File: src/design/igc_pkg.sv
// ----------------------------------------------------------------------------
// igc_pkg: shared types and constants of the iteration gradient colorizer
// Widths of the count, position and colour fields, the palette table and
// the pipeline control types.
// ----------------------------------------------------------------------------
package igc_pkg;

   localparam int CNT_W               = 16;
   localparam int CHAN_W              = 8;
   localparam int COLOR_W             = 3 * CHAN_W;
   localparam int PALETTE_ENTRIES     = 16;
   localparam int IDX_W               = $clog2(PALETTE_ENTRIES);
   localparam int FRACTION_BITS_DFLT  = 8;
   localparam logic [CNT_W-1:0] MAX_COUNT_RESET = 16'd256;

   // red 23:16, green 15:8, blue 7:0
   localparam logic [COLOR_W-1:0] PALETTE_TABLE [PALETTE_ENTRIES] = '{
      24'h421E0F, 24'h19071A, 24'h09012F, 24'h040449,
      24'h000764, 24'h0C2C8A, 24'h1852B1, 24'h397DD1,
      24'h86B5E5, 24'hD3ECF8, 24'hF1E9BF, 24'hF8C95F,
      24'hFFAA00, 24'hCC8000, 24'h995700, 24'h6A3403
   };

   typedef struct packed {
      logic advance_a;
      logic advance_b;
   } blend_ctrl_type;

endpackage

File: src/design/igc_div_stage.sv
// ----------------------------------------------------------------------------
// igc_div_stage: one restoring division step
// Decides one quotient bit by a compare and subtract of the shifted divisor
// and registers the partial remainder and quotient.
// ----------------------------------------------------------------------------
module igc_div_stage #(
   parameter int NUM_W = 28,
   parameter int Q_W   = 12,
   parameter int BIT   = 0
) (
   input  logic                         clock,
   input  logic                         reset,
   input  logic                         advance,
   input  logic [igc_pkg::CNT_W-1:0]    divisor,
   input  logic                         in_valid,
   input  logic [NUM_W-1:0]             in_rem,
   input  logic [Q_W-1:0]               in_quot,
   output logic                         out_valid,
   output logic [NUM_W-1:0]             out_rem,
   output logic [Q_W-1:0]               out_quot
);

   logic             valid_ff;
   logic [NUM_W-1:0] rem_ff, rem_in;
   logic [Q_W-1:0]   quot_ff, quot_in;
   logic [NUM_W-1:0] shifted;
   logic             take;

   always_comb begin
      shifted = NUM_W'(divisor) << BIT;
      take    = (in_rem >= shifted);
      rem_in  = take ? (in_rem - shifted) : in_rem;
      quot_in = {in_quot[Q_W-2:0], take};
   end

   always_ff @(posedge clock) begin
      if (reset) begin
         valid_ff <= 1'b0;
      end else if (advance) begin
         valid_ff <= in_valid;
      end
   end

   always_ff @(posedge clock) begin
      if (advance) begin
         rem_ff  <= rem_in;
         quot_ff <= quot_in;
      end
   end

   assign out_valid = valid_ff;
   assign out_rem   = rem_ff;
   assign out_quot  = quot_ff;

endmodule

File: src/design/igc_blend.sv
// ----------------------------------------------------------------------------
// igc_blend: palette lookup and linear blend
// First stage looks up both palette entries and forms the scaled channel
// differences; second stage rounds toward zero, adds, clamps and packs the colour.
// ----------------------------------------------------------------------------
module igc_blend #(
   parameter int FRACTION_BITS = igc_pkg::FRACTION_BITS_DFLT
) (
   input  logic                                     clock,
   input  logic                                     reset,
   input  igc_pkg::blend_ctrl_type                  ctrl,
   input  logic                                     in_valid,
   input  logic [igc_pkg::IDX_W+FRACTION_BITS-1:0]  in_pos,
   output logic                                     valid_a,
   output logic                                     valid_b,
   output logic [igc_pkg::COLOR_W-1:0]              rgb
);

   localparam int CW  = igc_pkg::CHAN_W;
   localparam int P_W = CW + 2 + FRACTION_BITS;
   localparam logic [igc_pkg::IDX_W-1:0] LAST_IDX =
      igc_pkg::IDX_W'(igc_pkg::PALETTE_ENTRIES - 1);

   logic [igc_pkg::IDX_W-1:0]  idx, nxt;
   logic [FRACTION_BITS-1:0]   frac;
   logic [igc_pkg::COLOR_W-1:0] col_a, col_b;

   logic                   va_ff, vb_ff;
   logic [CW-1:0]          start_ff [3];
   logic [CW-1:0]          start_in [3];
   logic signed [P_W-1:0]  prod_ff [3];
   logic signed [P_W-1:0]  prod_in [3];
   logic [igc_pkg::COLOR_W-1:0] rgb_ff, rgb_in;

   logic signed [CW:0]     diff;
   logic signed [P_W-1:0]  biased, step;
   logic signed [CW+2:0]   val;

   always_comb begin
      idx   = in_pos[igc_pkg::IDX_W+FRACTION_BITS-1:FRACTION_BITS];
      frac  = in_pos[FRACTION_BITS-1:0];
      nxt   = (idx == LAST_IDX) ? idx : idx + igc_pkg::IDX_W'(1);
      col_a = igc_pkg::PALETTE_TABLE[idx];
      col_b = igc_pkg::PALETTE_TABLE[nxt];
      diff  = '0;
      for (int c = 0; c < 3; c++) begin
         start_in[c] = col_a[(2-c)*CW +: CW];
         diff        = $signed({1'b0, col_b[(2-c)*CW +: CW]}) - $signed({1'b0, start_in[c]});
         prod_in[c]  = P_W'(diff) * P_W'($signed({1'b0, frac}));
      end
   end

   // truncate the scaled step toward zero, then add to the start colour
   always_comb begin
      rgb_in = '0;
      biased = '0;
      step   = '0;
      val    = '0;
      for (int c = 0; c < 3; c++) begin
         biased = prod_ff[c] + (prod_ff[c][P_W-1] ?
                  P_W'((1 << FRACTION_BITS) - 1) : P_W'(0));
         step   = biased >>> FRACTION_BITS;
         val    = (CW+3)'(step) + (CW+3)'($signed({1'b0, start_ff[c]}));
         if (val < 0) begin
            rgb_in[(2-c)*CW +: CW] = '0;
         end else if (val > $signed((CW+3)'(255))) begin
            rgb_in[(2-c)*CW +: CW] = '1;
         end else begin
            rgb_in[(2-c)*CW +: CW] = val[CW-1:0];
         end
      end
   end

   always_ff @(posedge clock) begin
      if (reset) begin
         va_ff <= 1'b0;
         vb_ff <= 1'b0;
      end else begin
         if (ctrl.advance_a) begin
            va_ff <= in_valid;
         end
         if (ctrl.advance_b) begin
            vb_ff <= va_ff;
         end
      end
   end

   always_ff @(posedge clock) begin
      if (ctrl.advance_a) begin
         start_ff <= start_in;
         prod_ff  <= prod_in;
      end
      if (ctrl.advance_b) begin
         rgb_ff <= rgb_in;
      end
   end

   assign valid_a = va_ff;
   assign valid_b = vb_ff;
   assign rgb     = rgb_ff;

endmodule

File: src/design/iteration_gradient_colorizer_top.sv
// ----------------------------------------------------------------------------
// iteration_gradient_colorizer_top: escape-time count to RGB colour
// Pipelined position divider followed by a palette blend.
// ----------------------------------------------------------------------------
// Usage:
//  - req_ channel: one iteration count per beat, taken when req_valid is
//    high and req_stall is low.
//  - rsp_ channel: one packed colour per beat (red 23:16, green 15:8,
//    blue 7:0), taken when rsp_valid is high and rsp_stall is low.
//  - csr_ channel: writes max_count; csr_ready is always high. A value of
//    zero is stored as one. Write only while the pipeline is empty.
//  - Throughput: one beat per cycle while rsp_stall is low. The restoring
//    divider spends one registered stage on each quotient bit of the
//    position.
//  - Stall: each stage moves when it is empty or the next stage moves, so
//    bubbles close up under a stalled receiver; req_stall rises only once
//    every stage holds a beat.
//  - Reset: synchronous; clears every valid bit and sets max_count to 256.
// ----------------------------------------------------------------------------
module iteration_gradient_colorizer_top #(
   parameter int FRACTION_BITS = igc_pkg::FRACTION_BITS_DFLT
) (
   input  logic                          clock,
   input  logic                          reset,
   input  logic                          req_valid,
   output logic                          req_stall,
   input  logic [igc_pkg::CNT_W-1:0]     req_iteration_count,
   output logic                          rsp_valid,
   input  logic                          rsp_stall,
   output logic [igc_pkg::COLOR_W-1:0]   rsp_rgb_color,
   input  logic                          csr_valid,
   output logic                          csr_ready,
   input  logic [igc_pkg::CNT_W-1:0]     csr_max_count
);

   localparam int Q_W    = igc_pkg::IDX_W + FRACTION_BITS;
   localparam int NUM_W  = igc_pkg::CNT_W + igc_pkg::IDX_W + FRACTION_BITS;
   localparam int STAGES = Q_W + 3;

   logic [igc_pkg::CNT_W-1:0] maxc_ff, maxc_in;
   logic [igc_pkg::CNT_W-1:0] cnt_sat;

   logic [STAGES-1:0] adv;
   logic [STAGES-1:0] vld;

   logic             front_valid_ff;
   logic [NUM_W-1:0] num_ff, num_in;

   logic [NUM_W-1:0] rem_pipe  [Q_W+1];
   logic [Q_W-1:0]   quot_pipe [Q_W+1];
   logic [Q_W:0]     vld_pipe;

   igc_pkg::blend_ctrl_type blend_ctrl;
   logic                    blend_va, blend_vb;

   // ---- configuration ----
   assign csr_ready = 1'b1;
   assign maxc_in   = (csr_max_count == '0) ? igc_pkg::CNT_W'(1) : csr_max_count;

   always_ff @(posedge clock) begin
      if (reset) begin
         maxc_ff <= igc_pkg::MAX_COUNT_RESET;
      end else if (csr_valid && csr_ready) begin
         maxc_ff <= maxc_in;
      end
   end

   // ---- flow control: advance a stage when empty or when the next advances ----
   always_comb begin
      adv[STAGES-1] = !vld[STAGES-1] || !rsp_stall;
      for (int k = STAGES - 2; k >= 0; k--) begin
         adv[k] = !vld[k] || adv[k+1];
      end
   end

   assign req_stall = !adv[0];

   // ---- front stage: saturate and scale the count ----
   always_comb begin
      cnt_sat = (req_iteration_count > maxc_ff) ? maxc_ff : req_iteration_count;
      num_in  = (NUM_W'(cnt_sat) * NUM_W'(igc_pkg::PALETTE_ENTRIES - 1)) << FRACTION_BITS;
   end

   always_ff @(posedge clock) begin
      if (reset) begin
         front_valid_ff <= 1'b0;
      end else if (adv[0]) begin
         front_valid_ff <= req_valid;
      end
   end

   always_ff @(posedge clock) begin
      if (adv[0]) begin
         num_ff <= num_in;
      end
   end

   assign vld[0]       = front_valid_ff;
   assign vld_pipe[0]  = front_valid_ff;
   assign rem_pipe[0]  = num_ff;
   assign quot_pipe[0] = '0;

   // ---- divider: one quotient bit per stage, most significant first ----
   for (genvar i = 0; i < Q_W; i++) begin : g_div
      igc_div_stage #(
         .NUM_W (NUM_W),
         .Q_W   (Q_W),
         .BIT   (Q_W - 1 - i)
      ) u_stage (
         .clock     (clock),
         .reset     (reset),
         .advance   (adv[i+1]),
         .divisor   (maxc_ff),
         .in_valid  (vld_pipe[i]),
         .in_rem    (rem_pipe[i]),
         .in_quot   (quot_pipe[i]),
         .out_valid (vld_pipe[i+1]),
         .out_rem   (rem_pipe[i+1]),
         .out_quot  (quot_pipe[i+1])
      );
      assign vld[i+1] = vld_pipe[i+1];
   end

   // ---- palette blend ----
   assign blend_ctrl.advance_a = adv[Q_W+1];
   assign blend_ctrl.advance_b = adv[Q_W+2];

   igc_blend #(
      .FRACTION_BITS (FRACTION_BITS)
   ) u_blend (
      .clock    (clock),
      .reset    (reset),
      .ctrl     (blend_ctrl),
      .in_valid (vld_pipe[Q_W]),
      .in_pos   (quot_pipe[Q_W]),
      .valid_a  (blend_va),
      .valid_b  (blend_vb),
      .rgb      (rsp_rgb_color)
   );

   assign vld[Q_W+1] = blend_va;
   assign vld[Q_W+2] = blend_vb;
   assign rsp_valid  = blend_vb;

endmodule

File: config.mk
export PLATFORM = sky130hd
export DESIGN_NAME = iteration_gradient_colorizer_top
export DESIGN_NICKNAME = d
export VERILOG_FILES = /design/src/design/igc_pkg.sv /design/src/design/igc_div_stage.sv /design/src/design/igc_blend.sv /design/src/design/iteration_gradient_colorizer_top.sv
export SDC_FILE = /design/constraint.sdc
export NUM_CORES = 2
export LEC_CHECK = 0
export BUFFER_PORTS_ARGS = -buffer_cell sky130_fd_sc_hd__buf_4
export CORE_ASPECT_RATIO = 1.75
export CORE_MARGIN = 3
export CORE_UTILIZATION = 55
export DETAILED_ROUTE_END_ITERATION = 7
export PLACE_DENSITY_LB_ADDON = 0.25
export SYNTH_ARGS = -nofsm -noshare
export SYNTH_HDL_FRONTEND = slang
export SYNTH_SLANG_ARGS = --single-unit
export TNS_END_PERCENT = 10
File: constraint.sdc
create_clock -name clock -period 10 [get_ports clock]
set_clock_uncertainty 0.05 [all_clocks]
set_input_delay 3 -clock clock [delete_from_list [all_inputs] [get_ports clock]]
set_output_delay 3 -clock clock [all_outputs]
set_load 0.03 [all_outputs]
# ---- Yosys cells after proc, flatten, opt, wreduce, memory -nomap -nowiden
# Memories as Yosys holds them, arrays and structs flattened.
# Index checks and enable logic that the tools add are counted.
dict set report classes {
  addsub 21
  multipliers 4
  div 0
  magnitude_cmp 21
  eq_ne 1
  n_shift 0
  n_mux 24
  bitwise 2
  n_reduce_logical 33
}
# cell n
set ops {}
lappend ops {{28-bit two-way mux} 11}
lappend ops {{24-bit two-way mux} 4}
lappend ops {{18-bit by 9-bit adder with 18-bit output} 3}
lappend ops {{9-bit by 9-bit multiplier with 18-bit output} 3}
lappend ops {{8-bit two-way mux} 6}
lappend ops {{10-bit by 9-bit adder with 11-bit output} 3}
lappend ops {{11-bit by 9-bit > comparator with 1-bit output (second input constant)} 3}
lappend ops {{11-bit by 1-bit < comparator with 1-bit output (second input constant)} 3}
lappend ops {{16-bit two-way mux} 2}
lappend ops {{28-bit by 16-bit >= comparator with 1-bit output} 1}
lappend ops {{28-bit by 17-bit >= comparator with 1-bit output} 1}
lappend ops {{28-bit by 18-bit >= comparator with 1-bit output} 1}
lappend ops {{28-bit by 19-bit >= comparator with 1-bit output} 1}
lappend ops {{28-bit by 20-bit >= comparator with 1-bit output} 1}
lappend ops {{28-bit by 21-bit >= comparator with 1-bit output} 1}
lappend ops {{28-bit by 22-bit >= comparator with 1-bit output} 1}
lappend ops {{28-bit by 23-bit >= comparator with 1-bit output} 1}
lappend ops {{28-bit by 24-bit >= comparator with 1-bit output} 1}
lappend ops {{28-bit by 25-bit >= comparator with 1-bit output} 1}
lappend ops {{28-bit by 26-bit >= comparator with 1-bit output} 1}
lappend ops {{28-bit by 27-bit >= comparator with 1-bit output} 1}
lappend ops {{28-bit by 17-bit subtractor with 28-bit output} 1}
lappend ops {{28-bit by 18-bit subtractor with 28-bit output} 1}
lappend ops {{28-bit by 19-bit subtractor with 28-bit output} 1}
lappend ops {{other kinds (19)} 53}
dict set report word_totals {
  reg_bits 539
  latchBits 0
  ramBits 0
  romBits 768
  word_cells 158
  mem_count 2
}
# memory words word_bits read_ports rd_ports_with_merged_regs write_ports line
set mem_list {}
lappend mem_list {{(name not given)} 16 24 1 0 0 igc_blend.sv:44} ;# col_b = igc_pkg::PALETTE_TABLE[nxt];
lappend mem_list {{(name not given)} 16 24 1 0 0 igc_blend.sv:43} ;# col_a = igc_pkg::PALETTE_TABLE[idx];

# ---- Logic depth before layout (Yosys ltp)
dict set report depth {
  depth_word 17
  ltp_mapped 38
}

# ---- Hierarchy
# From an unflattened synthesis, not the netlist that was laid out.
dict set report unflattened {
  hier_cells 5201
  hier_area_um2 51227.9
}
# module instances cells_each area_each_um2 seq_area_each_um2
set modules_own_cells {}
lappend modules_own_cells {igc_blend 1 1922 16957.5 3103.0}
lappend modules_own_cells {iteration_gradient_colorizer_top 1 490 4097.7 940.9}
lappend modules_own_cells {{igc_div_stage (g_div[11].u_stage)} 1 262 2677.6 1221.2}
lappend modules_own_cells {{igc_div_stage (g_div[10].u_stage)} 1 259 2661.3 1221.2}
lappend modules_own_cells {{igc_div_stage (g_div[6].u_stage)} 1 234 2595.0 1221.2}
lappend modules_own_cells {{igc_div_stage (g_div[7].u_stage)} 1 251 2581.2 1221.2}
lappend modules_own_cells {{igc_div_stage (g_div[9].u_stage)} 1 253 2551.2 1221.2}
lappend modules_own_cells {{igc_div_stage (g_div[8].u_stage)} 1 236 2538.7 1221.2}
lappend modules_own_cells {{igc_div_stage (g_div[3].u_stage)} 1 231 2533.7 1221.2}
lappend modules_own_cells {{igc_div_stage (g_div[2].u_stage)} 1 221 2529.9 1221.2}
lappend modules_own_cells {{igc_div_stage (g_div[4].u_stage)} 1 221 2458.6 1221.2}
lappend modules_own_cells {{igc_div_stage (g_div[5].u_stage)} 1 231 2442.3 1221.2}
lappend modules_own_cells {{igc_div_stage (g_div[1].u_stage)} 1 189 2326.0 1221.2}
lappend modules_own_cells {{igc_div_stage (g_div[0].u_stage)} 1 201 2277.2 1221.2}

# ---- Worst setup path before layout
# OpenSTA, ideal clock, no wires.
dict set report synth_path {
  path_kind {input -> output}
  start {in rsp_stall}
  end {out req_stall}
  arrival_time_ns 6.514
  setup_slack_ns 0.436
  stages 9
  n_path_buf 0
  cell_sequence {nand2_1 > nor2_1 > and2_1 > nand2_1 > nor4_1 > and2_1 > and3_1 > nand3_1 > inv_1}
}
dict set report synth_between {
  elab_chain_len 17
}
# item line
set synth_lines {}
lappend synth_lines {{start: declaration} iteration_gradient_colorizer_top.sv:29} ;# input logic rsp_stall,
lappend synth_lines {{1-bit logical NOT} iteration_gradient_colorizer_top.sv:70} ;# adv[STAGES-1] = !vld[STAGES-1] || !rsp_stall;
lappend synth_lines {{1-bit logical OR} iteration_gradient_colorizer_top.sv:70}
lappend synth_lines {{1-bit logical OR (6 in series)} iteration_gradient_colorizer_top.sv:72} ;# adv[k] = !vld[k] || adv[k+1];
lappend synth_lines {{net adv[8]} iteration_gradient_colorizer_top.sv:43} ;# logic [STAGES-1:0] adv;
lappend synth_lines {{1-bit logical OR (8 in series)} iteration_gradient_colorizer_top.sv:72}
lappend synth_lines {{1-bit logical NOT} iteration_gradient_colorizer_top.sv:76} ;# assign req_stall = !adv[0];
lappend synth_lines {{end: declaration} iteration_gradient_colorizer_top.sv:26} ;# output logic req_stall,
# The timed path passes the listed nets, and every way through them passes these cells.

==> results.cfg <==
[logic_synthesis]
avgSynthCellArea_um2 = 9.87
syn_inst = 4145
synth_nets = 4836
ys_seq_area_frac = 0.344
async_flop_share = 0
netlist_area_um2 = 40900
synth-edff-count = 448
yosysWarnings = 0
synthFlopType = edfxtp_1
synth-seq-cells = 479
synth.distinct_cells = 103

[sta]
relSlewSlack = 0.286
worst_pin_slew_ns = 1.07
hold_viol_final = 0
setup_tns_ns = 0
period_share = 0.900
rsz0062_at_grt = false
fin_crit_ns = 9.00
setup_violations = 0
fmax_mhz = 111
slew_violations = 0

[cells_and_area]
fill_cells = 6246
num_antenna_cells = 0
final-seq-area_um2 = 14100
fin_cells = 5203
area_growth_pct = 8.49
layout.nets = 4923
drive_gt1_frac = 0.0676
multi_input_area_um2 = 24800

[route]
vias = 30200
drt-pass1-iter-count = 5
dr.first_iter.drc_count = 1433
drc_errors = 0
met2_length_um = 55900
route.layer.met1.wl_um = 32900
ant_nets = 0
highest_layer = met4
wl_met3_um = 3110
wl_um = 99700
wl_per_cell_um = 19.2
via_per_inst = 5.80

[grt]
grt.total_usage = 0.258
antenna_found_initial = 0
grt_pass1_wl_um = 158000
grt_pass1_vias = 31300
grt_overflow = 0
grt_max_degree = 80

[critical_path]
crit_required_ns = 10.31
slowest_stage = fa_1
critPathMaxStageDelay_ns = 0.57
end_kind = flop
rrSetupSlack_ns = 1.0
cp_common_cell = inv_1
start_kind = flop
crit_type = flop to flop
arrival_ns = 9.32
crit_fanout = 10

[clock_tree]
cts.clk_slew.worst_paths_ns = 0.06
cts_buffers = 48
ctsHoldBuffers = 0
clock-root-buffer = clkbuf_16
clk_path_buf_depth = 3
ctsHtreeMaxLevel = 2
cts_resized = 0
cts.sinks = 479
cts_tree = done
cts_setup_buffers = 0
clock_latency_ns = 0.63

[die]
chipWidth_um = 212
rows = 131
die_y_um = 367
dieArea_um2 = 77800
io_pins = 64
initial_utilization = 0.558
core-area_um2 = 73300

[place]
hpwl_um = 78000
port_buffers = 62
gp_congestion = 0.962
dpl.cell_count = 5113

[min_path]
min_path_type = flop to flop

[outcome]
status = completed

[flow_run]
maxCapViolations = 0
==> flip-flops by register name, summed over array words and instances (netlist names) <==
| signal | flops |
|---|---|
| g_div.u_stage.out_rem | 248 |
| g_div.u_stage.out_quot | 78 |
| u_blend.prod_ff | 54 |
| u_blend.rgb | 24 |
| u_blend.start_ff | 24 |
| num_ff | 20 |
| maxc_ff | 16 |
| g_div.u_stage.out_valid | 12 |
| front_valid_ff | 1 |
| u_blend.valid_a | 1 |
| u_blend.valid_b | 1 |
==> logic make-up after synthesis <==
family,count (synthesis),synth area share
muxes,68,0.0183
buffers and inverters,553,0.0518
xor gates and xnor gates,316,0.0677
adders and majority gates,657,0.241
DFF,479,0.344
other,1,0.0000917
and+or+nand+nor,1210,0.146
AOI/OAI and AO/OA,861,0.131
==> layout make-up <==
type,count,area share
clock buffers,53,0.0280
clock inverters,37,0.0111
inverters,473,0.0400
multi-input cells,3113,0.558
flip-flops and latches,479,0.317
well taps,931,0.0262
repair buffers,117,0.0198
==> worst max-delay path, delay by kind of cell, from the launching register on <==
kind,cells,cell delay [ns]
multiplexers,1,0.54
buffers and inverters,9,1.05
AO/OA/AOI/OAI,11,2.15
adder cells (fa/ha/maj),9,3.93
XOR/XNOR,1,0.08
flip-flops,1,0.47
AND/OR/NAND/NOR,5,0.47
==> per-layer routing <==
layer / track usage / up-vias
met2: 0.514 / 706
met5: 0 / -
met4: 0.166 / 0
li1: - / 14700
met1: 0.242 / 14400
met3: 0.0260 / 353
==> Yosys cell counts (13+ instances only) <==
cell / instances / area, µm²
a211oi_1: 16 / 120
a21o_1: 90 / 676
a21oi_1: 260 / 1300
a31oi_1: 24 / 150
and2_1: 109 / 682
and3_1: 25 / 156
clkbuf_1: 59 / 221
dfxtp_1: 31 / 621
edfxtp_1: 448 / 13500
fa_1: 217 / 4340
ha_1: 437 / 5470
inv_1: 470 / 1760
mux2_2: 29 / 327
mux2i_1: 33 / 330
nand2_1: 345 / 1290
nand2b_1: 59 / 369
nand3_1: 52 / 260
nand4_1: 48 / 300
nor2_1: 277 / 1040
nor2b_1: 85 / 532
nor3_1: 82 / 410
nor4_1: 31 / 194
o211ai_1: 20 / 150
o21a_1: 48 / 360
o21ai_0: 233 / 1170
o21bai_1: 20 / 150
o31a_1: 13 / 114
o31ai_1: 24 / 180
or2_2: 16 / 100
or3_1: 30 / 188
xnor2_1: 175 / 1530
xor2_1: 141 / 1230
==> through the flow <==
step                utilization  worst slack, ns  hold slack (ns)  cell area, µm²
detailed placement        0.582             1.20            0.355           42600
CTS                       0.606             1.15            0.356           44400
finish                    0.606            0.996            0.359           44400
global placement          0.582             1.27            0.350           42600
floorplan                     -            0.436            0.350           40900
global route              0.606            0.479            0.361           44400
==> worst paths after layout <==
| path | from | endpoint | cells past startpoint |
|---|---|---|---|
| max | g_div[11].u_stage.out_quot[9] | u_blend.prod_ff[35] | 36 |
| max reg2reg | g_div[11].u_stage.out_quot[9] | u_blend.prod_ff[35] | 36 |
| min | g_div[7].u_stage.out_quot[7] | g_div[8].u_stage.out_quot[8] | 0 |
| min reg2reg | g_div[7].u_stage.out_quot[7] | g_div[8].u_stage.out_quot[8] | 0 |
==> cells in the final DEF (no fill, tap or decap), types with 22 or more instances in the layout <==
cell type	netlist	layout
ha_1	437	437
buf_4	3	117
dfxtp_1	31	31
a21o_1	90	90
a31oi_1	24	22
or3_1	30	30
nand2b_1	59	59
inv_1	470	470
clkbuf_16	0	49
xnor2_1	175	175
nor4_1	31	31
a21oi_1	260	260
and2_1	109	109
nand2_1	345	345
nand4_1	48	48
nor3_1	82	82
xor2_1	141	141
nor2b_1	85	85
o31ai_1	24	24
fa_1	217	217
mux2i_1	33	33
mux2_2	29	29
nand3_1	52	51
nor2_1	277	277
o21a_1	48	48
and3_1	25	25
edfxtp_1	448	448
o21ai_0	233	233
Power is not shown: default switching activity piles up to over one toggle a cycle in this logic, so the estimate is an artifact.
